$ cat src/rtl/bct_pkg.sv
// types and constants for the button click event tracker
// no dependencies; used by bct_core, button_click_event_tracker and bct_checker
package bct_pkg;

  localparam int unsigned TIME_W   = 32;
  localparam int unsigned THR_W    = 16;
  localparam int unsigned FLAG_W   = 11;
  localparam int unsigned S_DATA_W = 40;
  localparam int unsigned M_DATA_W = 8;
  localparam int unsigned S_USER_W = 2;
  localparam int unsigned IDX_W    = 2;

  localparam logic [THR_W-1:0] DOUBLE_CLICK_RST = 16'd250;
  localparam logic [THR_W-1:0] LONG_PRESS_RST   = 16'd500;

  typedef enum logic [1:0] {
    KIND_TICK  = 2'd0,
    KIND_LEVEL = 2'd1,
    KIND_QUERY = 2'd2
  } kind_t;

  typedef enum logic [3:0] {
    Q_IS_PRESSED       = 4'd0,
    Q_PRESSED_FOR      = 4'd1,
    Q_RELEASED_FOR     = 4'd2,
    Q_WAS_PRESSED      = 4'd3,
    Q_WAS_RELEASED     = 4'd4,
    Q_WAS_PRESSED_FOR  = 4'd5,
    Q_WAS_RELEASED_FOR = 4'd6,
    Q_WAS_LONG         = 4'd7,
    Q_WAS_DOUBLE       = 4'd8,
    Q_IS_LONG          = 4'd9,
    Q_IS_RELEASED      = 4'd10
  } query_t;

  typedef enum logic [IDX_W-1:0] {
    REG_DOUBLE_CLICK = 2'd0,
    REG_LONG_PRESS   = 2'd1
  } reg_idx_t;

  // event flag bit positions
  localparam int unsigned FL_ACTIVE  = 0;
  localparam int unsigned FL_PRESS   = 1;
  localparam int unsigned FL_RELEASE = 2;
  localparam int unsigned FL_DOUBLE  = 3;
  localparam int unsigned FL_LONG    = 4;
  localparam int unsigned FL_PRESS_RD = 5;
  localparam int unsigned FL_REL_RD  = 6;
  localparam int unsigned FL_PFOR_RD = 7;
  localparam int unsigned FL_RFOR_RD = 8;
  localparam int unsigned FL_DBL_RD  = 9;
  localparam int unsigned FL_LONG_RD = 10;

  typedef struct packed {
    logic [1:0]        kind;
    logic              level;
    logic [3:0]        query;
    logic [TIME_W-1:0] duration_ms;
  } item_t;

  typedef struct packed {
    logic [THR_W-1:0] double_click_ms;
    logic [THR_W-1:0] long_press_ms;
  } thr_t;

endpackage

$ cat src/rtl/bct_core.sv
// button state registers and the per-request update and query logic
// depends on bct_pkg
module bct_core import bct_pkg::*; (
  input  logic  clk,
  input  logic  rst,
  input  logic  step,
  input  item_t item,
  input  thr_t  thr,
  output logic  answer,
  output logic  pressed
);

  logic [TIME_W-1:0] time_now, time_now_next;
  logic [TIME_W-1:0] last_change_time, last_change_time_next;
  logic [TIME_W-1:0] last_press_span, last_press_span_next;
  logic [TIME_W-1:0] last_release_span, last_release_span_next;
  logic [FLAG_W-1:0] event_flags, event_flags_next;

  logic [TIME_W-1:0] elapsed;
  logic              active;
  logic              held_ms;
  logic              idle_ms;
  logic              held_long;

  assign elapsed   = time_now - last_change_time;
  assign active    = event_flags[FL_ACTIVE];
  assign held_ms   = active && (elapsed > item.duration_ms);
  assign idle_ms   = !active && (elapsed > item.duration_ms);
  assign held_long = active && (elapsed > {{(TIME_W-THR_W){1'b0}}, thr.long_press_ms});

  always_comb begin
    time_now_next          = time_now;
    last_change_time_next  = last_change_time;
    last_press_span_next   = last_press_span;
    last_release_span_next = last_release_span;
    event_flags_next       = event_flags;
    answer                 = 1'b0;
    case (item.kind)
      KIND_TICK: begin
        time_now_next = time_now + 1'b1;
      end
      KIND_LEVEL: begin
        last_change_time_next = time_now;
        if (item.level) begin
          event_flags_next[FL_PRESS]   = 1'b1;
          event_flags_next[FL_ACTIVE]  = 1'b1;
          event_flags_next[FL_LONG_RD] = 1'b0;
          event_flags_next[FL_PFOR_RD] = 1'b0;
          last_press_span_next   = '0;
          last_release_span_next = elapsed;
          if (elapsed <= {{(TIME_W-THR_W){1'b0}}, thr.double_click_ms}) begin
            if (!event_flags[FL_DBL_RD]) begin
              event_flags_next[FL_DOUBLE] = 1'b1;
              event_flags_next[FL_DBL_RD] = 1'b1;
            end
          end else begin
            event_flags_next[FL_DBL_RD] = 1'b0;
          end
        end else begin
          event_flags_next[FL_RELEASE] = 1'b1;
          event_flags_next[FL_RFOR_RD] = 1'b0;
          event_flags_next[FL_ACTIVE]  = 1'b0;
          last_release_span_next = '0;
          last_press_span_next   = elapsed;
          if ((elapsed >= {{(TIME_W-THR_W){1'b0}}, thr.long_press_ms})
              && !event_flags[FL_LONG_RD]) begin
            event_flags_next[FL_LONG] = 1'b1;
          end
        end
      end
      KIND_QUERY: begin
        case (item.query)
          Q_IS_PRESSED:   answer = active;
          Q_PRESSED_FOR:  answer = held_ms;
          Q_RELEASED_FOR: answer = idle_ms;
          Q_WAS_PRESSED: begin
            answer = event_flags[FL_PRESS];
            event_flags_next[FL_PRESS] = 1'b0;
          end
          Q_WAS_RELEASED: begin
            answer = event_flags[FL_RELEASE];
            event_flags_next[FL_RELEASE] = 1'b0;
          end
          Q_WAS_PRESSED_FOR: begin
            if (!event_flags[FL_PFOR_RD]
                && (held_ms || (last_press_span > item.duration_ms))) begin
              answer = 1'b1;
              event_flags_next[FL_PFOR_RD] = 1'b1;
            end
          end
          Q_WAS_RELEASED_FOR: begin
            if (!event_flags[FL_RFOR_RD]
                && (idle_ms || (last_release_span > item.duration_ms))) begin
              answer = 1'b1;
              event_flags_next[FL_RFOR_RD] = 1'b1;
            end
          end
          Q_WAS_LONG: begin
            if (!event_flags[FL_LONG_RD] && (held_long || event_flags[FL_LONG])) begin
              answer = 1'b1;
              event_flags_next[FL_LONG]    = 1'b0;
              event_flags_next[FL_LONG_RD] = 1'b1;
            end
          end
          Q_WAS_DOUBLE: begin
            answer = event_flags[FL_DOUBLE];
            event_flags_next[FL_DOUBLE] = 1'b0;
          end
          Q_IS_LONG:     answer = held_long;
          Q_IS_RELEASED: answer = !active;
          default:       answer = 1'b0;
        endcase
      end
      default: begin
      end
    endcase
  end

  // queries never move the active bit, so the next value is the reported one
  assign pressed = event_flags_next[FL_ACTIVE];

  always_ff @(posedge clk) begin
    if (rst) begin
      time_now          <= '0;
      last_change_time  <= '0;
      last_press_span   <= '0;
      last_release_span <= '0;
      event_flags       <= '0;
    end else if (step) begin
      time_now          <= time_now_next;
      last_change_time  <= last_change_time_next;
      last_press_span   <= last_press_span_next;
      last_release_span <= last_release_span_next;
      event_flags       <= event_flags_next;
    end
  end

endmodule

$ cat src/rtl/button_click_event_tracker.sv
// button click event tracker top level: input register, config registers,
// result register around the update core
// depends on bct_pkg and bct_core
//
// usage
//   s_* channel carries one request per transfer: tick, level change or query
//   (kind in s_tuser). ticks and level changes give no result; every query
//   gives exactly one result on the m_* channel.
//   cfg_we/cfg_index/cfg_data write the double-click and long-press
//   thresholds (index 0 and 1); write only while no request is in flight.
// pipeline and throughput
//   a request is held in the input register, processed by one pass of
//   combinational logic in bct_core and, for a query, lands in the result
//   register, which drives m_tvalid and m_tdata. one request per cycle is
//   sustained while no query waits on a full result register, set by the
//   single update pass over the button state.
// reset
//   synchronous rst clears the clock, the spans, all event flags and both
//   pipeline valids, and reloads the thresholds with 250 ms and 500 ms.
// stall
//   while a result waits in the result register, ticks and level changes
//   still flow; a query waits in the input register, and s_tready drops
//   until the result register frees.
module button_click_event_tracker import bct_pkg::*; (
  input  logic                clk,
  input  logic                rst,
  // request channel
  input  logic                s_tvalid,
  output logic                s_tready,
  input  logic [S_DATA_W-1:0] s_tdata,   // level [0], query [4:1], duration_ms [36:5]
  input  logic [S_USER_W-1:0] s_tuser,   // kind [1:0]
  // result channel
  output logic                m_tvalid,
  input  logic                m_tready,
  output logic [M_DATA_W-1:0] m_tdata,   // answer [0], pressed [1]
  // threshold write port
  input  logic                cfg_we,
  input  logic [IDX_W-1:0]    cfg_index,
  input  logic [THR_W-1:0]    cfg_data
);

  // input register
  logic  in_valid;
  item_t in_item;

  // threshold registers
  thr_t thr;

  logic advance;
  logic out_free;
  logic is_query;
  logic core_answer;
  logic core_pressed;

  assign is_query = (in_item.kind == KIND_QUERY);
  assign out_free = !m_tvalid || m_tready;
  // only a query needs room in the result register
  assign advance  = in_valid && (!is_query || out_free);
  assign s_tready = !in_valid || advance;

  always_ff @(posedge clk) begin
    if (rst) begin
      in_valid <= 1'b0;
    end else if (s_tready) begin
      in_valid <= s_tvalid;
    end
  end

  always_ff @(posedge clk) begin
    if (s_tvalid && s_tready) begin
      in_item.kind        <= s_tuser;
      in_item.level       <= s_tdata[0];
      in_item.query       <= s_tdata[4:1];
      in_item.duration_ms <= s_tdata[36:5];
    end
  end

  always_ff @(posedge clk) begin
    if (rst) begin
      thr.double_click_ms <= DOUBLE_CLICK_RST;
      thr.long_press_ms   <= LONG_PRESS_RST;
    end else if (cfg_we) begin
      case (cfg_index)
        REG_DOUBLE_CLICK: thr.double_click_ms <= cfg_data;
        REG_LONG_PRESS:   thr.long_press_ms   <= cfg_data;
        default: begin
        end
      endcase
    end
  end

  bct_core u_core (
    .clk     (clk),
    .rst     (rst),
    .step    (advance),
    .item    (in_item),
    .thr     (thr),
    .answer  (core_answer),
    .pressed (core_pressed)
  );

  // result register
  always_ff @(posedge clk) begin
    if (rst) begin
      m_tvalid <= 1'b0;
    end else if (out_free) begin
      m_tvalid <= advance && is_query;
    end
  end

  always_ff @(posedge clk) begin
    if (advance && is_query) begin
      m_tdata <= {{(M_DATA_W-2){1'b0}}, core_pressed, core_answer};
    end
  end

endmodule

$ cat config.mk
export PLATFORM = sky130hd
export DESIGN_NAME = button_click_event_tracker
export DESIGN_NICKNAME = d
export VERILOG_FILES = /design/src/rtl/bct_pkg.sv /design/src/rtl/bct_core.sv /design/src/rtl/button_click_event_tracker.sv
export SDC_FILE = /design/constraint.sdc
export NUM_CORES = 1
export LEC_CHECK = 0
export ABC_CLOCK_PERIOD_IN_PS = 9500
export BUFFER_PORTS_ARGS = -buffer_cell sky130_fd_sc_hd__buf_4
export CAP_MARGIN = 10
export CELL_PAD_IN_SITES_DETAIL_PLACEMENT = 0
export CELL_PAD_IN_SITES_GLOBAL_PLACEMENT = 1
export CORE_ASPECT_RATIO = 0.6
export CORE_MARGIN = 4
export CORE_UTILIZATION = 30
export DETAILED_ROUTE_END_ITERATION = 8
export PLACE_DENSITY = 0.54
export SLEW_MARGIN = 20
export SYNTH_ARGS = -nofsm -noshare
export SYNTH_HDL_FRONTEND = slang
export SYNTH_HIERARCHICAL = 1
export SYNTH_SLANG_ARGS = --single-unit
$ cat constraint.sdc
create_clock -name clk -period 9.5 [get_ports clk]
set_clock_uncertainty 0.15 [all_clocks]
set_input_delay 0 -clock clk [delete_from_list [all_inputs] [get_ports clk]]
set_output_delay 0 -clock clk [all_outputs]
set_load 0.01 [all_outputs]
Yosys cells after proc, flatten, opt, wreduce, memory -nomap -nowiden

Cells that the tools add are included.
Widths: inputs -> output; s select.

Register bits: 212
Bits of input ports: 65
Output and inout port bits: 10
Word-level logic and storage cells: 130

Add/sub/neg operators: 2
$lt $le $gt $ge: 6
Equal/unequal tests: 27
Mux-type cells: 33
Reduce and logical (&&, ||, !) cells: 39

Operators with widths:

| operator              | count |
|---|---|
| $gt 32x32->1          | 3 |
| $mux 32               | 2 |
| $add 32x1->32 const B | 1 |
| $ge 32x16->1          | 1 |
| $gt 32x16->1          | 1 |
| $le 32x16->1          | 1 |
| $sub 32x32->32        | 1 |
| $mux 1                | 26 |
| $ne 2x1->1 const B    | 11 |
| $eq 4x3->1 const B    | 4 |
| $reduce_and 5->1      | 3 |
| $eq 4x4->1 const B    | 3 |
| $reduce_and 6->1      | 2 |
| $pmux 1 s11           | 1 |
| $logic_and 1x1->1     | 10 |
| $eq 4x2->1 const B    | 2 |
| $pmux 4 s2            | 1 |
| $reduce_and 2->1      | 4 |
| $reduce_and 4->1      | 2 |
| $logic_not 1->1       | 7 |
| $logic_or 1x1->1      | 6 |
| $ne 2x2->1 const B    | 3 |
| $eq 2x1->1 const B    | 2 |
| $eq 4x1->1 const B    | 1 |
| 8 further kinds       | 9 |

Logic depth before layout (Yosys ltp)

Gate-level depths: netlist of the first run.

Depth in word-level cells: 8
Gate-level depth with buffers: 23
Depth with buffers taken out: 23

Hierarchy

Netlist of the first run, hierarchy kept.

Modules (own cells, without submodules):

| module                     | times used | cells an instance | area an instance (µm²) | seq. area each (µm²) |
|---|---|---|---|---|
| bct_core                   | 1          | 1345              | 10492.6                | 2742.6 |
| button_click_event_tracker | 1          | 192               | 2732.6                 | 1911.8 |

Worst setup path after synthesis of the first run

Ideal clock, no wire load.

Path type: register -> register
Start point: register u_core.time_now[0]
End point: register m_tdata[0] (data pin)
Library setup time: 146 ps
Data arrival time: 4575 ps
Required time: 9204 ps
Slack: 4628 ps
Cell stages (with the launch flop): 24
Path buffers: 0
Period minus slack after synthesis: 4872 ps
Cells stage by stage: dfxtp_1 inv_1 ha_1 inv_1 fa_1 a211oi_2 o211ai_2 a31o_4 a211o_1 a21oi_1 nor2_1 o21ai_0 a21boi_0 ha_1 nand4_1 or4_1 o31ai_1 o31ai_1 o21ai_0 a21oi_1 a211o_1 or3_1 nand4_1 o2bb2ai_1

Word-level cells in the longest chain between the ends: 7
Elaborated cells on any way between the ends: 16
Those cells by class: 1 x add/sub; 2 x order compare; 4 x mux; 9 x reduce/logical

Ends and longest elaborated chain:

| item                                                | RTL line                                       | RTL |
|---|---|---|
| from (decl)                                         | bct_core.sv:13                                 | `logic [TIME_W-1:0] time_now, time_now_next;` |
| from (signal assigned)                              | bct_core.sv:130                                | `time_now <= time_now_next;` |
| $sub 32x32->32 (*)                                  | bct_core.sv:25                                 | `assign elapsed = time_now - last_change_time;` |
| $gt 32x16->1 / $gt 32x32->1 (equally long branches) | bct_core.sv:29, bct_core.sv:27, bct_core.sv:28 |  |
| $logic_and 1x1->1 (on tied branches)                | bct_core.sv:29, bct_core.sv:27, bct_core.sv:28 |  |
| $logic_or 1x1->1 (on tied branches)                 | bct_core.sv:99, bct_core.sv:86, bct_core.sv:93 |  |
| $logic_and 1x1->1 (on tied branches)                | bct_core.sv:99, bct_core.sv:86, bct_core.sv:93 |  |
| $mux 1 (on tied branches)                           | bct_core.sv:99, bct_core.sv:85, bct_core.sv:92 |  |
| $pmux 1 s11 (*)                                     | bct_core.sv:72                                 | `case (item.query)` |
| to (signal assigned)                                | button_click_event_tracker.sv:113              | `m_tdata <= {{(M_DATA_W-2){1'b0}}, core_pressed, core_answer};` |
| to (decl)                                           | button_click_event_tracker.sv:35               | `output logic [M_DATA_W-1:0] m_tdata,` |

Every way passes the cells marked *; elsewhere a longest branch is shown, timed or not.
A chain may end at the register's enable or synchronous reset.

Worst setup path after layout of the first run

Ends and elaborated chain as after synthesis.

==> results.md, run 1 <==
- CP Capture Point: m_tdata[0]
- Dominant delay contributor by cell family on the critical path: compound AO/OA/AOI/OAI gates
- Post-synthesis share of cell area spent on and, or, nand and nor gates: 18.9%
- F_max: 176 MHz
- Diodes inserted: 0
- Clock transition at path regs: 70 ps
- Buffer and inverter count on the worst path: 2
- Placeable core region: 43,400 um^2
- Worst reg2reg endpoint: m_tdata[0]
- Number of enable-type register cells in the synthesized netlist: 41
- Largest cells by area after synthesis: sky130_fd_sc_hd__dfxtp_1 (26%), sky130_fd_sc_hd__ha_1 (15%), sky130_fd_sc_hd__edfxtp_1 (9.3%)
- MaxCap Viol Count: 0
- Final critical delay including setup and external delays: 5680 ps
- Area Growth Syn to Fin: 21.3%
- Mux cell area share after synthesis: 2.89%
- Largest stage delay on the critical path: 600 ps
- Clock buffers created by TritonCTS: 24
- Final period util: 59.8%
- Num Clock Sinks: 212
- Worst Hold Margin: 26.0 ps
- XOR/XNOR Fraction of Synth Area: 3.57%
- Total non-filler cell area in the finished layout: 16,000 um^2
- Final setup violating endpoints: 0
- Final-layout setup total negative slack: 0 ps
- Initial antenna violation count: 0
- Unrepaired setup endpoints after global routing: no
- Adder-cell share of the synthesized area: 15.5%
- Leakage Power: 6.93 nW
- Clock latency at the later pin of the worst-skew pair: 570 ps
- Post-synthesis sequential area ratio: 35.2%
- Nets: 1,897
- Power density relative to cell area: 132 nW/um^2
- Cell area after placement: 14,200 um^2
- Unique masters post-synth: 79
- CTS root buffer: sky130_fd_sc_hd__clkbuf_16
- Largest fanout on the critical path: 6
- Chip width: 279 um
- Syn. warnings: 6
- Number of levels the H-tree was split into: 1
- Required time reported for the critical path endpoint: 9740 ps
- Count of unresolved DRC violations after routing: 0
- Vias after detailed routing: 11,200
- Number of standard cells after synthesis: 1,537
- DRT antenna net count: 0
- Vias in the first global route: 10,700
- Starting density of the core: 30.5%
- Cell taking the most area after synthesis: sky130_fd_sc_hd__dfxtp_1
- Clock tree from TritonCTS: built
- WL per Instance: 17.6 um
- IR Drop Worst-Case VDD: 0.000113 V
- Worst path arrival time: 5920 ps
- Depth of the worst register-to-register path: 23
- Critical path cell sequence: inv_1 -> ha_1 -> inv_1 -> fa_1 -> a211oi_2 -> o211ai_2 -> a31o_4 -> a211o_1 -> a21oi_1 -> nor2_1 -> o21ai_0 -> a21boi_0 -> ha_1 -> nand4_1 -> or4_1 -> o31ai_1 -> o31ai_1 -> o21ai_0 -> a21oi_1 -> a211o_1 -> or3_1 -> nand4_1 -> o2bb2ai_1
- Final Routed Wirelength: 39,900 um
- Critical Path Slowest Stage Cell: sky130_fd_sc_hd__or4_1
- Drt first-iter violations: 886
- Full die area: 47,600 um^2
- Actual slew at the worst max-slew pin: 1070 ps
- Hold crit path type: in2reg
- Number of I/O port buffers: 65
- Startpoint of the lowest-slack hold path: s_tdata[22]
- Syn Area/Cell: 8.60 um^2
- Global-route wire length before repair: 63,200 um
- Combined global-route utilization of all metal layers: 16.7%
- Die H: 171 um
- Standard-cell rows: 59
- Fraction of final layout cells with drive strength greater than 1: 8.54%
- Nature of the critical path startpoint: flip-flop
- Worst setup startpoint: u_core/time_now[0]
- Run status: finished clean
- Main combinational cell family by area after synthesis: simple AND/OR/NAND/NOR gates
- Cell Area, Synth: 13,200 um^2
- Kind of critical path: reg2reg
- Post-synth top flop: sky130_fd_sc_hd__dfxtp_1
- Worst reg-to-reg setup slack: 3820 ps
- Kind of end point of the critical path: flip-flop
- Number of detailed-route iterations in the first pass: 5
- Largest net degree at the start of global routing: 128
- Number of hold violations in the final report: 0
- Async set-or-reset flop fraction in the synthesized netlist: 0%
- Share of the synthesized area in compound gates (AO/OA/AOI/OAI): 17.9%
- Yosys top cell area share: 25.9%
- Max-slew violation count: 0
- Ports placed on the boundary: 75
- HPWL after DPL: 29,100 um
- Total congestion overflow: 0
- Routability congestion estimate from global placement: 0.797
- Launch instance of the worst register-to-register path: u_core/time_now[0]
- Worst relative slew slack: 28.5%
- Largest buffer count on any clock path: 3
- Vias/cell: 4.96
- Stages on worst setup path: 23
- FF+latch count, synth: 212
==> area by class of cell <==
cell class | instances | area (um^2)
clock buffers | 34 | 698
clock inverters | 10 | 145
fillers | 4432 | 27400
inverters | 120 | 450
multi-input cells | 1137 | 7820
flip-flops and latches | 212 | 4650
well taps | 579 | 724
repair buffers | 174 | 1550
==> power by group <==
| group | switching [mW] | leakage (nW) | internal [mW] | total, mW |
|---|---|---|---|---|
| clock | 0.413 | 0.409 | 0.595 | 1.01 |
| sequential | 0.0105 | 1.78 | 0.934 | 0.944 |
| combinational | 0.0882 | 4.74 | 0.0761 | 0.164 |
==> metrics by stage <==
step	setup WS, ps	util, %	power (mW)	cells
after CTS	3780	37.0	2.16	2266
after detailed placement	3790	32.8	1.10	2125
after global routing	3280	37.0	2.21	2266
final	3820	37.0	2.12	2266
after global placement	3840	32.8	1.10	2125
after floorplan	4630	-	1.04	1542
==> placed cells by master (no fill, tap or decap), types with 10 or more instances in the layout <==
| master | n |
|---|---|
| sky130_fd_sc_hd__nor2b_1 | 11 |
| sky130_fd_sc_hd__o211ai_1 | 10 |
| sky130_fd_sc_hd__ha_1 | 162 |
| sky130_fd_sc_hd__a22oi_1 | 61 |
| sky130_fd_sc_hd__nand4_1 | 43 |
| sky130_fd_sc_hd__xor2_1 | 35 |
| sky130_fd_sc_hd__a21o_1 | 35 |
| sky130_fd_sc_hd__inv_1 | 120 |
| sky130_fd_sc_hd__clkbuf_16 | 24 |
| sky130_fd_sc_hd__buf_4 | 76 |
| sky130_fd_sc_hd__nand2_1 | 132 |
| sky130_fd_sc_hd__nand2b_1 | 49 |
| sky130_fd_sc_hd__o21ai_0 | 47 |
| sky130_fd_sc_hd__a21oi_1 | 119 |
| sky130_fd_sc_hd__edfxtp_1 | 41 |
| sky130_fd_sc_hd__mux2i_1 | 37 |
| sky130_fd_sc_hd__nand3_1 | 35 |
| sky130_fd_sc_hd__dfxtp_1 | 171 |
| sky130_fd_sc_hd__dlygate4sd3_1 | 97 |
| sky130_fd_sc_hd__xnor2_1 | 17 |
| sky130_fd_sc_hd__nor3_1 | 17 |
| sky130_fd_sc_hd__nor2_1 | 166 |
==> sequential cells by signal (all words and copies together), names as in the netlist <==
signal                    cells
u_core/last_release_span     32
thr                          32
u_core/event_flags            9
in_valid                      1
m_tdata                       2
m_tvalid                      1
u_core/time_now              32
u_core/last_change_time      32
u_core/last_press_span       32
in_item                      39
==> cells by family (layout without fill, tap and decap cells) <==
group | count (synthesis) | after routing
flip-flops | 212 | 212
buffers and inverters | 193 | 338
XOR/XNOR | 53 | 53
multiplexers | 38 | 38
other | 1 | 6
adder cells (fa/ha/maj) | 163 | 163
AO/OA/AOI/OAI | 360 | 360
AND/OR/NAND/NOR | 517 | 517
==> worst min path at each step <==
stage | endpoint | slack [ps] | cells after the start
after CTS | in_item[35] | 3 | 2
after global routing | in_item[21] | 1 | 2
after detailed placement | in_item[27] | 30 | 1
final | in_item[17] | 30 | 2
after global placement | in_item[3] | 30 | 1
after floorplan | in_item[0] | -50 | 0
==> cells in the mapped netlist (all sizes together) (4+ instances only) <==
| master | instances |
|---|---|
| nor2 | 167 |
| xnor2 | 18 |
| and2 | 6 |
| buf | 27 |
| a21oi | 122 |
| nand3 | 35 |
| mux2i | 37 |
| nand4 | 43 |
| a31oi | 8 |
| a22oi | 61 |
| nor4 | 9 |
| nand2 | 133 |
| nor3 | 19 |
| a211oi | 9 |
| o31ai | 6 |
| a2111oi | 6 |
| inv | 120 |
| a21o | 35 |
| a211o | 7 |
| o211ai | 11 |
| edfxtp | 41 |
| nand3b | 7 |
| clkbuf | 46 |
| nand2b | 49 |
| nor2b | 11 |
| o21bai | 6 |
| xor2 | 35 |
| a21boi | 5 |
| or3 | 8 |
| and3 | 9 |
| o21ai | 52 |
| and4 | 6 |
| ha | 162 |
| o21a | 6 |
| or2 | 4 |
| dfxtp | 171 |
==> routing by layer <==
layer	routed length (um)	share of wire (%)	vias up	GRT usage, %
li1	-	-	5728	-
met1	23600	59	5294	28.7
met2	14100	35	189	21.4
met3	1810	4.5	31	2.39
met4	433	1.1	0	2.22
met5	0	0	-	0
==> worst register-to-register path, stage by stage, from the launching register on <==
cell and delay (ps):
sky130_fd_sc_hd__dfxtp_1 370, sky130_fd_sc_hd__inv_1 90, sky130_fd_sc_hd__ha_1 160, sky130_fd_sc_hd__inv_1 60, sky130_fd_sc_hd__fa_1 440, sky130_fd_sc_hd__a211oi_2 300
sky130_fd_sc_hd__o211ai_2 140, sky130_fd_sc_hd__a31o_4 300, sky130_fd_sc_hd__a211o_1 300, sky130_fd_sc_hd__a21oi_1 210, sky130_fd_sc_hd__nor2_1 60, sky130_fd_sc_hd__o21ai_0 130
sky130_fd_sc_hd__a21boi_0 220, sky130_fd_sc_hd__ha_1 370, sky130_fd_sc_hd__nand4_1 110, sky130_fd_sc_hd__or4_1 600, sky130_fd_sc_hd__o31ai_1 270, sky130_fd_sc_hd__o31ai_1 110
sky130_fd_sc_hd__o21ai_0 80, sky130_fd_sc_hd__a21oi_1 90, sky130_fd_sc_hd__a211o_1 360, sky130_fd_sc_hd__or3_1 380, sky130_fd_sc_hd__nand4_1 110, sky130_fd_sc_hd__o2bb2ai_1 140
==> timing repair <==
item | CTS | global route
hold buffers | 97 | 0
resized for setup | 0 | 0
buffers inserted | 0 | 0
endpoints found under the hold margin | 153 | 0
Note: power is estimated with default switching activity, not from simulation.
==> inputs of run 2 (changes only) <==
- ABC_CLOCK_PERIOD_IN_PS: 9500 -> 4670
- PLACE_DENSITY: 0.54 -> 0.56
- clock period: 9.5 -> 4.67 ns (I/O delays scaled with it)
==> results.md, run 2 (synthesis results as in run 1) <==
- Clock transition at path regs: 60 ps (about the same)
- Final critical delay including setup and external delays: 4900 ps (-782 ps)
- Ports placed on the boundary: 75 (unchanged)
- F_max: 204 MHz (+16%)
- Power density relative to cell area: 246 nW/um^2 (+86%)
- Worst path arrival time: 5140 ps (-780 ps)
- Worst reg-to-reg setup slack: -230 ps (-4050 ps)
- Worst Hold Margin: 26.0 ps (-0.0363 ps)
- Final Routed Wirelength: 41,800 um (+4.6%)
- Worst hold path stage count: 2 (unchanged)
- Core utilization of the finished layout: 39.6% (+2.7 points)
- Kind of critical path: reg2reg
- Largest net degree at the start of global routing: 73 (-43%)
- Hold crit path type: in2reg
- Most frequent cells in the layout: sky130_fd_sc_hd__buf_4 (233), sky130_fd_sc_hd__dfxtp_1 (169), sky130_fd_sc_hd__nor2_1 (164)
- Num Clock Sinks: 212 (unchanged)
- Final setup violating endpoints: 3 (+3)
- DRT antenna net count: 0 (unchanged)
- Fill count: 4,448 (+0.36%)
- Clock buffers created by TritonCTS: 24 (unchanged)
- Largest register by flop count: in_item
- Count of unresolved DRC violations after routing: 0 (unchanged)
- Worst setup startpoint: u_core/time_now[0]
- Global-route wire length before repair: 65,000 um (+2.8%)
- Pre-CTS setup slack: -437 ps (-4230 ps)
- Final period util: 105% (+45 points)
- Nature of the critical path startpoint: flip-flop
- Placeable core region: 43,400 um^2 (unchanged)
- Depth of the worst register-to-register path: 23 (unchanged)
- HPWL after DPL: 31,400 um (+8.2%)
- Unrepaired setup endpoints after global routing: yes
- Vias after detailed routing: 11,800 (+4.6%)
- Startpoint of the lowest-slack hold path: s_tdata[29]
- Most common library cell in the layout ignoring fill and taps: sky130_fd_sc_hd__buf_4
- Die H: 171 um (unchanged)
- Violated checks: setup timing
- Required time reported for the critical path endpoint: 4910 ps (-4830 ps)
- CTS root buffer: sky130_fd_sc_hd__clkbuf_16
- Standard-cell rows: 59 (unchanged)
- Actual slew at the worst max-slew pin: 995 ps (-77.6 ps)
- Combined global-route utilization of all metal layers: 17.1% (+0.45 points)
- Number of flip-flops under the largest register name: 39 (unchanged)
- Largest buffer count on any clock path: 3 (unchanged)
- Clock tree from TritonCTS: built
- Run status: finished, violations left
- Final-layout setup total negative slack: -388 ps (-388 ps)
- Kind of end point of the critical path: flip-flop
- Number of I/O port buffers: 65 (unchanged)
- Diodes inserted: 0 (unchanged)
- Vias in the first global route: 11,100 (+3.7%)
- Initial antenna violation count: 2 (+2)
- Vias/cell: 4.87 (-1.9%)
- Area Growth Syn to Fin: 30.1%
- Max-slew violation count: 0 (unchanged)
- Smallest setup slack after layout: -230 ps (-4050 ps)
- Number of levels the H-tree was split into: 1 (unchanged)
- Worst relative slew slack: 33.0% (+4.6 points)
- Number of hold violations in the final report: 0 (unchanged)
- Launch instance of the worst register-to-register path: u_core/time_now[0]
- MaxCap Viol Count: 0 (unchanged)
- Nets: 2,047 (+7.9%)
- WL per Instance: 17.3 um (-1.9%)
- Drt first-iter violations: 818 (-7.7%)
- Leakage Power: 7.67 nW (+11%)
- Largest fanout on the critical path: 3 (-3)
- IR Drop Worst-Case VDD: 0.000201 V (+79%)
- Clock latency at the later pin of the worst-skew pair: 560 ps (about the same)
- Full die area: 47,600 um^2 (unchanged)
- Chip width: 279 um (unchanged)
- Fraction of final layout cells with drive strength greater than 1: 17.2% (+8.6 points)
- Starting density of the core: 30.5% (unchanged)
- Total congestion overflow: 0 (unchanged)
- Routability congestion estimate from global placement: 0.821 (+3.0%)
- Number of detailed-route iterations in the first pass: 7 (+2)
[run 2: cell count changes in the layout (fill, tap and decap cells not counted), sizes merged]
cell,delta
clkinv,+3
clkbuf,-3
dlygate4sd3,-7
clkinvlp,-1
buf,+157
[run 2: layout make-up]
type,instances,area [um^2],share of cell area [%]
repair buffers,324,2660,15.5
inverters,120,453,2.63
clock inverters,12,145,0.844
well taps,579,724,4.21
clock buffers,31,647,3.76
multi-input cells,1137,7910,46.0
flip-flops and latches,212,4660,27.1
[run 2: path summary, 6_finish.rpt]
path	to
setup / recovery	m_tdata[0]
hold / removal	in_item[24]
setup reg to reg	m_tdata[0]
hold reg to reg	u_core/last_change_time[19]
[run 2: worst max-delay path, stage by stage, from the launching register on]
cell,delay [ps]
sky130_fd_sc_hd__dfxtp_4,350
sky130_fd_sc_hd__inv_4,50
sky130_fd_sc_hd__ha_4,120
sky130_fd_sc_hd__inv_2,30
sky130_fd_sc_hd__fa_2,360
sky130_fd_sc_hd__a211oi_4,250
sky130_fd_sc_hd__o211ai_2,120
sky130_fd_sc_hd__a31o_4,240
sky130_fd_sc_hd__a211o_1,280
sky130_fd_sc_hd__a21oi_2,150
sky130_fd_sc_hd__nor2_1,60
sky130_fd_sc_hd__o21ai_1,140
sky130_fd_sc_hd__a21boi_2,90
sky130_fd_sc_hd__ha_1,300
sky130_fd_sc_hd__nand4_1,110
sky130_fd_sc_hd__or4_4,580
sky130_fd_sc_hd__nor2_4,110
sky130_fd_sc_hd__o31ai_1,70
sky130_fd_sc_hd__a31oi_1,190
sky130_fd_sc_hd__a21oi_1,90
sky130_fd_sc_hd__a211o_1,320
sky130_fd_sc_hd__or3_1,380
sky130_fd_sc_hd__nand4_1,90
sky130_fd_sc_hd__o2bb2ai_1,120
[run 2: power breakdown]
part / internal [mW] / switching [mW]
Combinational: 0.156 / 0.189
Sequential: 1.90 / 0.0212
Clock: 1.14 / 0.818
[run 2: timing repair]
item	4_1_cts	5_1_grt
setup buffers	4	1
hold buffers	90	0
pin swaps	14	1
gates resized for setup	6	10
setup endpoints to repair	3	5
endpoints found under the hold margin	90	0
[run 2: per-layer routing]
metal / routed length, um / part of all wire [%] / global-route usage, %
met5: 0 / 0 / 0
met4: 577 / 1.4 / 2.53
met3: 2130 / 5.1 / 3.55
met2: 14600 / 35 / 21.4
met1: 24500 / 59 / 29.2
[run 2: through the flow]
step / cells / cell area (um^2) / power, mW
floorplan: 1542 / 13300 / 2.12
detailed placement: 2277 / 15400 / 2.24
global route: 2415 / 17200 / 4.41
CTS: 2414 / 17100 / 4.30
global placement: 2277 / 15400 / 2.24
finish: 2415 / 17200 / 4.23
